<file path="src/rtl/core/ddm_pkg.sv">
// ddm_pkg: shared widths, constants and decimal helpers for the decimal digit multiplier.
// No dependencies.

package ddm_pkg;

  localparam int OPERAND_W      = 31;  // binary operand width
  localparam int DIGIT_W        = 4;   // one decimal digit
  localparam int PD_W           = 5;   // product accumulator entry
  localparam int SUM_W          = 8;   // digit product plus entry plus carry
  localparam int DEF_MAX_DIGITS = 10;
  localparam int RADIX          = 10;
  localparam int IN_TDATA_W     = 64;
  localparam int OUT_TDATA_W    = 8;

  // Quotient by ten of an 8-bit value; every threshold compare is independent.
  function automatic logic [PD_W-1:0] div10_u8(input logic [SUM_W-1:0] v);
    logic [PD_W-1:0] q;
    q = '0;
    for (int k = 1; k <= 25; k++) begin
      if (v >= SUM_W'(k * RADIX)) q = PD_W'(k);
    end
    return q;
  endfunction

  function automatic logic [DIGIT_W-1:0] mod10_u8(input logic [SUM_W-1:0] v);
    logic [SUM_W-1:0] r;
    r = v - SUM_W'(div10_u8(v)) * SUM_W'(RADIX);
    return r[DIGIT_W-1:0];
  endfunction

endpackage

</file>
<file path="src/rtl/core/decimal_digit_multiplier_core.sv">
// decimal_digit_multiplier_core: schoolbook decimal multiply of two binary operands,
// product digits streamed out most significant first. Depends on ddm_pkg.
//
// Steps per word: binary to BCD conversion, digit load and product clear, then
//   multiply-accumulate (one digit pair a cycle through the product memory, except while
//   issue is held at a row end for the carry write), then leading-zero skip and digit
//   emission.
// One operand pair in flight; in_tready is high only between items.
// Reset clears control state only; the product memory is cleared by each item's load pass.

module decimal_digit_multiplier_core
  import ddm_pkg::*;
#(
  parameter int MAX_DIGITS = DEF_MAX_DIGITS
) (
  input  logic                   clk,
  input  logic                   rst_n,
  input  logic                   in_tvalid,
  output logic                   in_tready,
  input  logic [IN_TDATA_W-1:0]  in_tdata,   // [30:0] operand_a, [61:31] operand_b
  output logic                   out_tvalid,
  input  logic                   out_tready,
  output logic [OUT_TDATA_W-1:0] out_tdata,  // [3:0] digit
  output logic                   out_tlast   // last_digit
);

  localparam int PROD_DIGITS = 2 * MAX_DIGITS;
  localparam int CW          = $clog2(MAX_DIGITS + 1);
  localparam int TW          = $clog2(PROD_DIGITS + 1);
  localparam int DAW         = (MAX_DIGITS > 1) ? $clog2(MAX_DIGITS) : 1;
  localparam int PAW         = $clog2(PROD_DIGITS);
  localparam int BCD_W       = MAX_DIGITS * DIGIT_W;
  localparam int BW          = $clog2(OPERAND_W);

  typedef enum logic [2:0] {
    S_IDLE, S_CONV, S_COUNT, S_LOAD, S_MAC, S_EMIT_RD, S_EMIT_CHK, S_EMIT_OUT
  } state_t;

  state_t               state_r;
  logic [OPERAND_W-1:0] opa_r, opb_r;
  logic [BCD_W-1:0]     bcd_a_r, bcd_b_r;
  logic                 ovf_a_r, ovf_b_r;
  logic [BW-1:0]        bit_cnt_r;
  logic [CW-1:0]        na_r, nb_r;
  logic [TW-1:0]        total_r;
  logic [TW-1:0]        idx_r;
  logic [CW-1:0]        p_r, q_r;
  logic                 issue_act_r;
  logic                 s2_vld_r, s2_last_r;
  logic [PAW-1:0]       s2_addr_r;
  logic [CW-1:0]        s2_p_r;
  logic [PD_W-1:0]      carry_r;
  logic                 cw_vld_r;
  logic [PAW-1:0]       cw_addr_r;
  logic [PD_W-1:0]      cw_data_r;
  logic                 scan_r;
  logic                 out_valid_r, out_last_r;
  logic [DIGIT_W-1:0]   out_digit_r;

  // memories and registered read data
  logic [DIGIT_W-1:0] dig_a_mem [MAX_DIGITS];
  logic [DIGIT_W-1:0] dig_b_mem [MAX_DIGITS];
  logic [PD_W-1:0]    pd_mem    [PROD_DIGITS];
  logic [DIGIT_W-1:0] dig_a_rd_r, dig_b_rd_r;
  logic [PD_W-1:0]    pd_rd_r;

  logic [BCD_W-1:0]   bcd_a_adj, bcd_b_adj;
  logic [CW-1:0]      cnt_a, cnt_b;
  logic               dig_a_we, dig_b_we;
  logic [TW-1:0]      la_full, lb_full;
  logic               pd_we;
  logic [PAW-1:0]     pd_wa, pd_ra, mac_addr;
  logic [PD_W-1:0]    pd_wd;
  logic               issue_go, mac_done, emit_last;
  logic [SUM_W-1:0]   mac_sum;
  logic [PD_W-1:0]    mac_quo;
  logic [DIGIT_W-1:0] mac_rem;

  // double-dabble adjust: add 3 to every digit at 5 or more before the shift
  always_comb begin
    bcd_a_adj = bcd_a_r;
    bcd_b_adj = bcd_b_r;
    for (int k = 0; k < MAX_DIGITS; k++) begin
      if (bcd_a_r[k*DIGIT_W +: DIGIT_W] >= DIGIT_W'(5))
        bcd_a_adj[k*DIGIT_W +: DIGIT_W] = bcd_a_r[k*DIGIT_W +: DIGIT_W] + DIGIT_W'(3);
      if (bcd_b_r[k*DIGIT_W +: DIGIT_W] >= DIGIT_W'(5))
        bcd_b_adj[k*DIGIT_W +: DIGIT_W] = bcd_b_r[k*DIGIT_W +: DIGIT_W] + DIGIT_W'(3);
    end
  end

  // digit count: top nonzero digit, or full width if digits were shifted out
  always_comb begin
    cnt_a = '0;
    cnt_b = '0;
    for (int k = 0; k < MAX_DIGITS; k++) begin
      if (bcd_a_r[k*DIGIT_W +: DIGIT_W] != '0) cnt_a = CW'(k + 1);
      if (bcd_b_r[k*DIGIT_W +: DIGIT_W] != '0) cnt_b = CW'(k + 1);
    end
    if (ovf_a_r) cnt_a = CW'(MAX_DIGITS);
    if (ovf_b_r) cnt_b = CW'(MAX_DIGITS);
  end

  // load pass: least significant digit goes to the highest index
  assign dig_a_we = (state_r == S_LOAD) && (idx_r < TW'(na_r));
  assign dig_b_we = (state_r == S_LOAD) && (idx_r < TW'(nb_r));
  assign la_full  = TW'(na_r) - idx_r - TW'(1);
  assign lb_full  = TW'(nb_r) - idx_r - TW'(1);

  // multiply-accumulate datapath on the registered read data
  assign mac_sum  = SUM_W'({4'b0, dig_a_rd_r} * {4'b0, dig_b_rd_r})
                  + SUM_W'(pd_rd_r) + SUM_W'(carry_r);
  assign mac_quo  = div10_u8(mac_sum);
  assign mac_rem  = mod10_u8(mac_sum);
  assign mac_addr = PAW'(p_r) + PAW'(q_r) + PAW'(1);

  // hold issue at a row end so the carry write lands before the next row reads
  assign issue_go = (state_r == S_MAC) && issue_act_r && !(s2_vld_r && s2_last_r) && !cw_vld_r;
  assign mac_done = (state_r == S_MAC) && !issue_act_r && !s2_vld_r && !cw_vld_r;
  assign emit_last = (idx_r == TW'(total_r - TW'(1)));

  assign pd_ra = (state_r == S_MAC) ? mac_addr : idx_r[PAW-1:0];

  always_comb begin
    pd_we = 1'b0;
    pd_wa = idx_r[PAW-1:0];
    pd_wd = '0;
    priority if (state_r == S_LOAD) begin
      pd_we = 1'b1;
    end else if (s2_vld_r) begin
      pd_we = 1'b1;
      pd_wa = s2_addr_r;
      pd_wd = PD_W'(mac_rem);
    end else if (cw_vld_r) begin
      pd_we = 1'b1;
      pd_wa = cw_addr_r;
      pd_wd = cw_data_r;
    end
  end

  always_ff @(posedge clk) begin
    if (dig_a_we) dig_a_mem[la_full[DAW-1:0]] <= bcd_a_r[DIGIT_W-1:0];
    if (dig_b_we) dig_b_mem[lb_full[DAW-1:0]] <= bcd_b_r[DIGIT_W-1:0];
    dig_a_rd_r <= dig_a_mem[p_r[DAW-1:0]];
    dig_b_rd_r <= dig_b_mem[q_r[DAW-1:0]];
  end

  always_ff @(posedge clk) begin
    if (pd_we) pd_mem[pd_wa] <= pd_wd;
    pd_rd_r <= pd_mem[pd_ra];
  end

  always_ff @(posedge clk) begin
    if (!rst_n) begin
      state_r     <= S_IDLE;
      issue_act_r <= 1'b0;
      s2_vld_r    <= 1'b0;
      cw_vld_r    <= 1'b0;
      out_valid_r <= 1'b0;
      scan_r      <= 1'b0;
    end else begin
      unique case (state_r)
        S_IDLE: begin
          if (in_tvalid) begin
            opa_r     <= in_tdata[OPERAND_W-1:0];
            opb_r     <= in_tdata[2*OPERAND_W-1:OPERAND_W];
            bcd_a_r   <= '0;
            bcd_b_r   <= '0;
            ovf_a_r   <= 1'b0;
            ovf_b_r   <= 1'b0;
            bit_cnt_r <= '0;
            state_r   <= S_CONV;
          end
        end
        S_CONV: begin
          bcd_a_r   <= {bcd_a_adj[BCD_W-2:0], opa_r[OPERAND_W-1]};
          bcd_b_r   <= {bcd_b_adj[BCD_W-2:0], opb_r[OPERAND_W-1]};
          ovf_a_r   <= ovf_a_r | bcd_a_adj[BCD_W-1];
          ovf_b_r   <= ovf_b_r | bcd_b_adj[BCD_W-1];
          opa_r     <= {opa_r[OPERAND_W-2:0], 1'b0};
          opb_r     <= {opb_r[OPERAND_W-2:0], 1'b0};
          bit_cnt_r <= bit_cnt_r + BW'(1);
          if (bit_cnt_r == BW'(OPERAND_W - 1)) state_r <= S_COUNT;
        end
        S_COUNT: begin
          na_r    <= cnt_a;
          nb_r    <= cnt_b;
          total_r <= TW'(cnt_a) + TW'(cnt_b);
          idx_r   <= '0;
          state_r <= S_LOAD;
        end
        S_LOAD: begin
          bcd_a_r <= bcd_a_r >> DIGIT_W;
          bcd_b_r <= bcd_b_r >> DIGIT_W;
          idx_r   <= idx_r + TW'(1);
          if (idx_r == TW'(PROD_DIGITS - 1)) begin
            p_r         <= na_r - CW'(1);
            q_r         <= nb_r - CW'(1);
            issue_act_r <= (na_r != '0) && (nb_r != '0);
            carry_r     <= '0;
            state_r     <= S_MAC;
          end
        end
        S_MAC: begin
          if (issue_go) begin
            s2_vld_r  <= 1'b1;
            s2_last_r <= (q_r == '0);
            s2_addr_r <= mac_addr;
            s2_p_r    <= p_r;
            if (q_r == '0) begin
              q_r <= nb_r - CW'(1);
              if (p_r == '0) issue_act_r <= 1'b0;
              else p_r <= p_r - CW'(1);
            end else begin
              q_r <= q_r - CW'(1);
            end
          end else begin
            s2_vld_r <= 1'b0;
          end
          if (s2_vld_r) begin
            carry_r   <= s2_last_r ? '0 : mac_quo;
            cw_vld_r  <= s2_last_r;
            cw_addr_r <= PAW'(s2_p_r);
            cw_data_r <= mac_quo;
          end else begin
            cw_vld_r <= 1'b0;
          end
          if (mac_done) begin
            idx_r <= '0;
            if (total_r == '0) begin
              // both operands without digits: product is a single zero
              out_valid_r <= 1'b1;
              out_digit_r <= '0;
              out_last_r  <= 1'b1;
              state_r     <= S_EMIT_OUT;
            end else begin
              scan_r  <= 1'b1;
              state_r <= S_EMIT_RD;
            end
          end
        end
        S_EMIT_RD: begin
          state_r <= S_EMIT_CHK;
        end
        S_EMIT_CHK: begin
          if (scan_r && (pd_rd_r == '0) && !emit_last) begin
            idx_r   <= idx_r + TW'(1);
            state_r <= S_EMIT_RD;
          end else begin
            scan_r      <= 1'b0;
            out_valid_r <= 1'b1;
            out_digit_r <= pd_rd_r[DIGIT_W-1:0];
            out_last_r  <= emit_last;
            state_r     <= S_EMIT_OUT;
          end
        end
        S_EMIT_OUT: begin
          if (out_tready) begin
            out_valid_r <= 1'b0;
            if (out_last_r) begin
              state_r <= S_IDLE;
            end else begin
              idx_r   <= idx_r + TW'(1);
              state_r <= S_EMIT_RD;
            end
          end
        end
        default: state_r <= S_IDLE;
      endcase
    end
  end

  assign in_tready  = (state_r == S_IDLE);
  assign out_tvalid = out_valid_r;
  assign out_tdata  = {{(OUT_TDATA_W - DIGIT_W){1'b0}}, out_digit_r};
  assign out_tlast  = out_last_r;

  a_no_overlap: assert property (@(posedge clk) disable iff (!rst_n)
    !(in_tready && out_tvalid))
    else $error("input accepted while a product digit is pending");

  a_one_write: assert property (@(posedge clk) disable iff (!rst_n)
    cw_vld_r |-> !s2_vld_r)
    else $error("carry write collides with accumulate write");

  a_row_carry: assert property (@(posedge clk) disable iff (!rst_n)
    (s2_vld_r && s2_last_r) |=> cw_vld_r)
    else $error("row end without carry write");

  a_decimal: assert property (@(posedge clk) disable iff (!rst_n)
    out_tvalid |-> (out_tdata[3:0] <= 4'd9))
    else $error("product digit out of decimal range");

endmodule
</file>
<file path="config.mk">
export PLATFORM = sky130hd
export DESIGN_NAME = decimal_digit_multiplier_core
export DESIGN_NICKNAME = d
export VERILOG_FILES = /design/src/rtl/core/ddm_pkg.sv /design/src/rtl/core/decimal_digit_multiplier_core.sv
export SDC_FILE = /design/constraint.sdc
export NUM_CORES = 1
export LEC_CHECK = 0
export ABC_AREA = 1
export ABC_CLOCK_PERIOD_IN_PS = 7350
export BUFFER_PORTS_ARGS = -buffer_cell sky130_fd_sc_hd__buf_4
export CORE_MARGIN = 2
export CORE_UTILIZATION = 50
export CTS_CLUSTER_SIZE = 10
export DETAILED_ROUTE_END_ITERATION = 16
export GPL_TIMING_DRIVEN = 1
export PLACE_DENSITY = 0.72
export SLEW_MARGIN = 20
export SYNTH_ARGS = -nofsm -noshare
export SYNTH_HDL_FRONTEND = slang
export SYNTH_SLANG_ARGS = --single-unit
</file>
<file path="constraint.sdc">
create_clock -name clk -period 7.35 [get_ports clk]
set_input_delay 1.1025 -clock clk [delete_from_list [all_inputs] [get_ports clk]]
set_output_delay 1.1025 -clock clk [all_outputs]
set_load 0.02 [all_outputs]
</file>
==> results of run 1 <==
-- where the power goes --
part	internal, W	switching [W]	total (W)
Combinational	0.000515	0.00102	0.00153
Clock	0.00121	0.000907	0.00212
Sequential	0.00278	0.000134	0.00291
-- Yosys cell counts, drive strengths merged (2+ instances only) --
master	count	area share, %
o31ai	3	0.11
a21boi	2	0.073
clkbuf	62	1.1
nand3	47	1.1
nor4	8	0.24
o211ai	15	0.55
or2	21	0.64
o21ai	272	6.6
nor2	225	4.2
clkinv	3	0.055
nand4	9	0.27
xnor2	10	0.46
o32ai	15	0.64
a211oi	8	0.29
edfxtp	384	56
buf	6	0.26
nand3b	2	0.073
a31oi	9	0.27
a2111oi	2	0.085
o221ai	19	0.81
nand2	366	6.8
dfxtp	21	2.0
a311oi	2	0.12
xor2	26	1.1
ha	83	5.1
o22ai	33	1.0
a2111o	2	0.11
nor3b	2	0.073
a21oi	98	2.4
nor3	15	0.37
fa	19	1.9
inv	251	4.6
-- path summary, 6_finish.rpt --
path	end	slack [ns]	depth (start not counted)
setup / recovery	pd_mem[19][3]$_DFFE_PP_	0.71	45
hold reg to reg	cw_addr_r[2]$_DFFE_PP_	0.42	0
setup reg to reg	pd_mem[19][3]$_DFFE_PP_	0.71	45
hold / removal	cw_addr_r[2]$_DFFE_PP_	0.42	0
-- metrics by stage --
stage	utilization [%]	total power, W	worst slack, ns	hold WS (ns)	area, um^2
2_1_floorplan	-	0.00407	1.22	0.400	20500
3_3_place_gp	53.2	0.00444	0.431	0.408	21600
3_5_place_dp	53.2	0.00448	0.294	0.411	21600
4_1_cts	56.5	0.00660	0.252	0.426	23000
5_1_grt	56.6	0.00693	0.0392	0.428	23000
6_report	56.6	0.00656	0.706	0.424	23000
-- state kept, by name, indices dropped and copies added, names as in the netlist, 31 cells and up --
| name | cells |
|---|---|
| pd_mem | 100 |
| dig_b_mem | 40 |
| bcd_b_r | 40 |
| opb_r | 31 |
| opa_r | 31 |
| bcd_a_r | 40 |
| dig_a_mem | 40 |
-- routing by layer --
layer / vias up / part of all wire (%) / wire (um) / track usage (%)
met5: - / 0 / 0 / 0
li1: 7228 / - / - / -
met4: 0 / 2.7 / 1180 / 7.47
met2: 434 / 49 / 21500 / 35.8
met3: 85 / 5.7 / 2510 / 3.38
met1: 7107 / 43 / 19000 / 26.7
-- cells by family after synthesis --
group	share of synthesized area, %
DFF	58.3
buffers and inverters	6.04
other	0.0183
muxes	0.0488
adders and majority gates	6.92
AOI/OAI and AO/OA	13.3
and+or+nand+nor	13.8
xor gates and xnor gates	1.57
-- cell type report --
class	count	area [um^2]	share of cell area, %
clock buffer	69	1290	5.61
clock inverter	6	67.6	0.294
inverter	254	957	4.16
multi-input combinational	1324	7380	32.1
sequential	405	12000	52.0
tap	532	666	2.90
timing repair buffer	89	672	2.92
==> flow_summary.yaml, run 1 <==
clock_network:
  cts_hold_buffers: 0
  cts-root-buf: "clkbuf_16"
  clock-sinks: 405
  post_cts_buffers: 0
  cts_buffer_depth: 3
  cts_resized: 0
  cts_tree: "built"
  path_clk_slew_ns: 0.06
  clkLatencyLatePin_ns: 0.58
  cts_buffers: 48
  cts_max_level: 2
worst_setup_path:
  cp-start-kind: "flip-flop"
  cpMaxStageDelayCell: "nor2_2"
  cp-startpoint: "dig_a_rd_r[2]$_DFF_P_"
  crit_family: "simple AND/OR/NAND/NOR gates"
  critPathArrivalTime_ns: 6.92
  r2r-start: "dig_a_rd_r[2]$_DFF_P_"
  crit_buf_inv: 3
  critPathMaxFanout: 20
  max_stage_delay_ns: 0.55
  cpMostUsedCell: "nand2_1"
  worstSetupPathType: "reg2reg"
  endpoint_kind: "flip-flop"
  required_ns: 7.62
synthesis:
  synth-seq-area-share_pct: 58.3
  synthFlopType: "edfxtp_1"
  synth_cells: 2048
  async_reset_ff_share_pct: 0
  synth-seq-cells: 405
  yosys_warnings: 0
  synthDistinctLibCells: 50
  synth_area_mm2: 0.0205
  synth_enable_flop_cells: 384
  syn_avg_cell_area_um2: 10.0
global_route:
  grt-ovfl-total: 0
  grt_antenna_before_repair: 0
  grt_max_degree: 90
  grt_pass1_vias: 14578
  grt_pass1_wl_um: 71100
  grtUsageTotal_pct: 20.8
floorplanning:
  initial_core_util_pct: 50.5
  row_count: 74
  coreArea_mm2: 0.0406
  die_w_um: 207
  die_area_mm2: 0.0427
  fp.dieH_um: 207
  pin_count: 79
detailed_routing:
  drtPass1Iterations: 11
  drc: 0
  wirelength_um: 44200
  drtIter0Drc: 1232
  wl_per_cell_um: 16.5
  vias: 14854
  ant_nets: 0
  viasPerCell: 5.54
timing:
  rsz0062_at_grt: "no"
  finalCritPeriodShare_pct: 90.4
  worst_pin_slew_ns: 1.09
  tns_ns: 0
  slew_headroom_pct: 26.4
  fin_skew_ns: 0.0286
  setup_viol: 0
  fin_crit_ns: 6.64
  fmax_mhz: 151
  maxSlewViolCount: 0
  finalHoldViolCount: 0
cells_and_area:
  area_growth_syn_to_layout_pct: 12.0
  layout_common_cells: "edfxtp_1, nand2_1, o21ai_0, inv_1, nor2_1"
  diodes: 0
  drive_above_1_share_pct: 8.80
  final_cells: 2679
  mostFrequentLayoutCell: "edfxtp_1"
  fill_cells: 3411
  final_nets: 2292
place:
  place_congestion: 0.870
  place_inst: 2604
  hpwl_um: 29900
  port_buffers: 72
outcome:
  outcome: "complete, no violations"
worst_hold_path:
  min_from: "s2_p_r[2]$_DFFE_PP_"
  hp-class: "reg2reg"
power:
  leakage_nw: 9.05
  ir_drop_mv: 0.187
  power_density_mw_per_mm2: 285
run:
  cap_violations: 0
Note: power is estimated with default switching activity, not from simulation.
==> run 2: changes to the inputs <==
Settings changed: CORE_UTILIZATION 50 to 62, PLACE_DENSITY 0.72 to 0.85, REMOVE_ABC_BUFFERS from default to 1, SLEW_MARGIN 20 to default.
==> flow_summary.yaml, run 2 (synthesized netlist as in run 1, its figures left out) <==
worst_setup_path:
  critPathArrivalTime_ns: 6.91
  worstSetupPathType: "reg2reg"
  required_ns: 7.64
  critPathMaxFanout: 20
  crit_family: "adder cells"
  cp_num_cells: 41
  cpMaxStageDelayCell: "fa_1"
  max_stage_delay_ns: 0.85
  crit_buf_inv: 1
  endpoint_kind: "flip-flop"
  cp-start-kind: "flip-flop"
  cpMostUsedCell: "nand2_1"
  r2r_cells: 41
power:
  p_sw_share_pct: 31.3
  leakage_nw: 8.97
  p_int_w: 0.00444
  pwr-share-comb_pct: 24.3
  power.share.sequential_pct: 45.1
  power_density_mw_per_mm2: 284
  p_sw_w: 0.00203
  ir_drop_mv: 0.265
  power_frac_clock_pct: 30.6
detailed_routing:
  drc: 0
  drtIter0Drc: 1632
  wl_per_cell_um: 17.1
  vias: 15111
  wl_met2_um: 22000
  viasPerCell: 5.87
  top_layer_used: "met4"
  wirelength_met1_um: 17500
  wirelength_um: 44000
  wl_met3_um: 3180
  drtPass1Iterations: 6
  ant_nets: 0
place:
  port_buffers: 72
  place_congestion: 0.882
  hpwl_um: 29200
  pre_cts_ws_ns: 0.291
cells_and_area:
  seqCellArea_mm2: 0.0120
  final_nets: 2288
  largest_reg_flops: 100
  fill_cells: 2329
  drive_above_1_share_pct: 8.39
  mostFrequentLayoutCell: "edfxtp_1"
  area_growth_syn_to_layout_pct: 10.8
  layout_common_cells: "edfxtp_1, nand2_1, o21ai_0, inv_1, nor2_1"
  regMostFlops: "pd_mem"
  diodes: 0
  multi_input_area_mm2: 0.00739
outcome:
  outcome: "complete, no violations"
global_route:
  grt_pass1_wl_um: 72000
  grt_pass1_vias: 14860
  grt_max_degree: 89
  grt-ovfl-total: 0
  grt_antenna_before_repair: 0
  grtUsageTotal_pct: 25.9
clock_network:
  cts_buffer_depth: 3
  path_clk_slew_ns: 0.06
  clock-sinks: 405
  cts_resized: 0
  cts-root-buf: "clkbuf_16"
  cts_hold_buffers: 0
  post_cts_buffers: 0
  cts_max_level: 2
  clkLatencyLatePin_ns: 0.54
  cts_tree: "built"
  cts_buffers: 46
timing:
  slew_headroom_pct: 20.5
  worst_slack_ns: 0.726
  worst_pin_slew_ns: 1.18
  setup_viol: 0
  timing.hold.ws_ns: 0.416
  finalCritPeriodShare_pct: 90.1
  rsz0062_at_grt: "no"
  maxSlewViolCount: 0
  fmax_mhz: 151
  fin_skew_ns: 0.0120
  finalHoldViolCount: 0
  fin_crit_ns: 6.62
worst_hold_path:
  min_path_cells: 0
  hp-class: "reg2reg"
floorplanning:
  fp.dieH_um: 186
  die_area_mm2: 0.0346
  coreArea_mm2: 0.0325
  row_count: 66
  pin_count: 79
  die_w_um: 186
  initial_core_util_pct: 63.1
run:
  cap_violations: 0
-- run 2: per-stage QoR --
| step | utilization, % | cells | power (W) | area [um^2] | TNS [ns] |
|---|---|---|---|---|---|
| 4_1_cts | 69.8 | 2575 | 0.00647 | 22700 | 0 |
| 3_5_place_dp | 66.0 | 2511 | 0.00449 | 21500 | 0 |
| 3_3_place_gp | 66.0 | 2511 | 0.00442 | 21500 | 0 |
| 6_report | 69.9 | 2576 | 0.00647 | 22700 | 0 |
| 5_1_grt | 69.9 | 2576 | 0.00680 | 22700 | 0 |
| 2_1_floorplan | - | 1983 | 0.00406 | 20200 | -236.60 |
-- run 2: layout make-up --
class / count / share of cell area [%]
Clock buffer: 63 / 5.39
Clock inverter: 1 / 0.0715
Inverter: 254 / 4.20
Multi-Input combinational cell: 1324 / 32.5
Sequential cell: 405 / 52.6
Tap cell: 442 / 2.43
Timing Repair Buffer: 87 / 2.86
-- run 2: path summary, 6_finish.rpt --
path                            slack [ns]                   from                       to
worst max-delay path                  0.73  dig_a_rd_r[1]$_DFF_P_  pd_mem[10][3]$_DFFE_PP_
worst min-delay path                  0.42    s2_p_r[2]$_DFFE_PP_   cw_addr_r[2]$_DFFE_PP_
worst max register to register        0.73  dig_a_rd_r[1]$_DFF_P_  pd_mem[10][3]$_DFFE_PP_
worst min register to register        0.42    s2_p_r[2]$_DFFE_PP_   cw_addr_r[2]$_DFFE_PP_
-- run 2: per-layer routing --
metal,up-vias,GRT usage [%]
met1,7197,33.4
met4,0,8.94
li1,7203,-
met5,-,0
met3,105,4.05
met2,606,44.8
-- run 2: power groups by stage --
stage | clock network [W] | registers (W) | logic (W)
after global placement | 0 | 0.00295 | 0.00147
after detailed placement | 0 | 0.00296 | 0.00153
after CTS | 0.00199 | 0.00291 | 0.00156
final | 0.00198 | 0.00291 | 0.00157
after global routing | 0.00209 | 0.00293 | 0.00178
after floorplan | 0 | 0.00292 | 0.00114
==> run 3: changes to the inputs <==
Settings changed: ABC_AREA 1 to default.
==> flow_summary.yaml, run 3 <==
outcome:
  outcome: "complete, no violations"
cells_and_area:
  area_growth_syn_to_layout_pct: 10.8
  fill_cells: 2148
  fin_util_pct: 70.1
  final_nets: 1970
  mostFrequentLayoutCell: "edfxtp_1"
  largest_reg_flops: 100
  diodes: 0
  regMostFlops: "pd_mem"
  final_area_mm2: 0.0229
  layout_common_cells: "edfxtp_1, nand2_1, nor2_1, a21oi_1, inv_1"
  drive_above_1_share_pct: 11.0
clock_network:
  cts_tree: "built"
  clock-sinks: 405
  cts_max_level: 2
  cts-root-buf: "clkbuf_16"
  cts_buffers: 46
  cts_hold_buffers: 0
  cts_buffer_depth: 3
  clkLatencyLatePin_ns: 0.55
  cts_resized: 0
  path_clk_slew_ns: 0.06
  post_cts_buffers: 0
global_route:
  use_met2_pct: 44.2
  busiest_layer: "met2"
  grt_max_degree: 83
  met3_usage_pct: 3.86
  grtUsageTotal_pct: 25.2
  grt-ovfl-total: 0
  globalRouteMet1Util_pct: 31.8
  grt_pass1_wl_um: 70900
  grt_pass1_vias: 13924
  grt_antenna_before_repair: 0
synthesis:
  synth-seq-area-share_pct: 57.9
  synthDistinctLibCells: 77
  synthMostInstantiatedCell: "edfxtp_1"
  synth.area.top_cells: "edfxtp_1, nand2_1, ha_1"
  synth_top_cell_by_area: "edfxtp_1"
  synth_area_mm2: 0.0206
  syn_avg_cell_area_um2: 11.9
  async_reset_ff_share_pct: 0
  synth-seq-cells: 405
  ys_top_cells_by_count: "edfxtp_1, nand2_1, nor2_1"
  synth_enable_flop_cells: 384
  synthFlopType: "edfxtp_1"
  netlist.area_leader.share_pct: 55.9
  yosys_warnings: 0
  synth_cells: 1738
timing:
  setup_viol: 0
  finalCritPeriodShare_pct: 93.8
  maxSlewViolCount: 0
  fin_crit_ns: 6.90
  tns_ns: 0
  slew_headroom_pct: 15.9
  fmax_mhz: 145
  rsz0062_at_grt: "no"
  worst_pin_slew_ns: 1.25
  fin_skew_ns: 0.0251
  worst_slack_ns: 0.454
  finalHoldViolCount: 0
detailed_routing:
  drtPass1Iterations: 6
  viasPerCell: 6.08
  vias: 13783
  wirelength_um: 43600
  drc: 0
  ant_nets: 0
  drtIter0Drc: 1399
  wl_per_cell_um: 19.3
worst_setup_path:
  worstSetupPathType: "reg2reg"
  critPathMaxFanout: 20
  endpoint_kind: "flip-flop"
  r2r_cells: 18
  critPathArrivalTime_ns: 7.06
  rrSetupSlack_ns: 0.45
  required_ns: 7.52
  cp-start-kind: "flip-flop"
  worstReg2RegEnd: "pd_mem[9][3]$_DFFE_PP_"
  r2r-start: "dig_a_rd_r[3]$_DFF_P_"
power:
  leakage_nw: 8.39
  ir_drop_mv: 0.342
  power.total_w: 0.00830
  power_density_mw_per_mm2: 363
floorplanning:
  row_count: 66
  pin_count: 79
  fp.dieH_um: 186
  coreArea_mm2: 0.0326
  die_w_um: 186
  die_area_mm2: 0.0347
  initial_core_util_pct: 63.2
place:
  place_congestion: 0.863
  port_buffers: 72
  hpwl_um: 28500
  pre_cts_ws_ns: 0.624
  dpl_cell_area_mm2: 0.0215
worst_hold_path:
  hold_end: "cw_addr_r[3]$_DFFE_PP_"
  min_path_cells: 0
  min_from: "s2_p_r[3]$_DFFE_PP_"
  hp-class: "reg2reg"
run:
  cap_violations: 0
-- run 3: changes by cell type in the layout (fill, tap and decap cells not counted), moves of 36 or more --
| cell | delta |
|---|---|
| nor2_1 | -101 |
| inv_1 | -152 |
| nand2_1 | -67 |
| nor3b_1 | +36 |
| mux4_2 | +41 |
| o21ai_0 | -177 |
-- run 3: per-layer routing --
layer  wire [um]  share of wire, %
met4        1470               3.4
met3        2650               6.1
met1       17300                40
met2       22200                51
met5           0                 0
-- run 3: kinds of logic after synthesis --
| group | synth area share [%] |
|---|---|
| flops | 57.9 |
| buf+inv | 3.34 |
| fa+ha+maj | 6.98 |
| xor+xnor | 2.89 |
| compound gates | 9.81 |
| simple gates | 13.2 |
| mux | 5.84 |
| other cells | 0.0182 |
-- run 3: worst max path at each step --
stage | from | end | slack (ns) | cells after the start
after floorplan | rst_n | bcd_a_r[0]$_DFFE_PP_ | -0.02 | 2
after global placement | dig_a_rd_r[3]$_DFF_P_ | pd_mem[9][3]$_DFFE_PP_ | 0.87 | 18
after detailed placement | dig_a_rd_r[3]$_DFF_P_ | pd_mem[10][3]$_DFFE_PP_ | 0.62 | 18
after CTS | dig_a_rd_r[3]$_DFF_P_ | pd_mem[9][3]$_DFFE_PP_ | 0.58 | 18
after global routing | dig_a_rd_r[0]$_DFF_P_ | pd_mem[11][3]$_DFFE_PP_ | 0.20 | 17
final | dig_a_rd_r[3]$_DFF_P_ | pd_mem[9][3]$_DFFE_PP_ | 0.45 | 18
-- run 3: metrics by stage --
step | hold WS (ns) | cells
6_report | 0.429 | 2266
5_1_grt | 0.440 | 2266
4_1_cts | 0.427 | 2266
3_5_place_dp | 0.410 | 2194
3_3_place_gp | 0.403 | 2194
2_1_floorplan | 0.400 | 1667
-- run 3: final cells by class --
| type | count | area, um^2 | share of cell area (%) |
|---|---|---|---|
| flip-flops and latches | 405 | 12000 | 52.3 |
| multi-input cells | 1167 | 8050 | 35.2 |
| clock buffers | 72 | 1310 | 5.74 |
| repair buffers | 85 | 638 | 2.79 |
| well taps | 442 | 553 | 2.42 |
| inverters | 95 | 357 | 1.56 |
-- run 3: worst max-delay path, cell delays in order (launching register included) --
cell and delay (ns):
dfxtp_1 0.33, and2_1 0.18, fa_1 0.48, inv_1 0.05, fa_1 0.46, fa_1 0.55, fa_1 0.53, xnor2_1 0.72
o2111ai_1 0.26, and2_1 0.28, maj3_1 0.37, o311ai_1 0.24, o211a_1 0.28, nor2_1 0.09, ha_1 0.20, fa_1 0.39
o21a_1 0.13, or4_1 0.49, a31o_1 0.48
-- run 3: report_power, final --
group	internal (W)	switching [W]	leakage, nW
Clock	0.00121	0.000852	0.631
Sequential	0.00300	0.000258	3.72
Combinational	0.00111	0.00187	4.04
Total	0.00532	0.00298	8.39
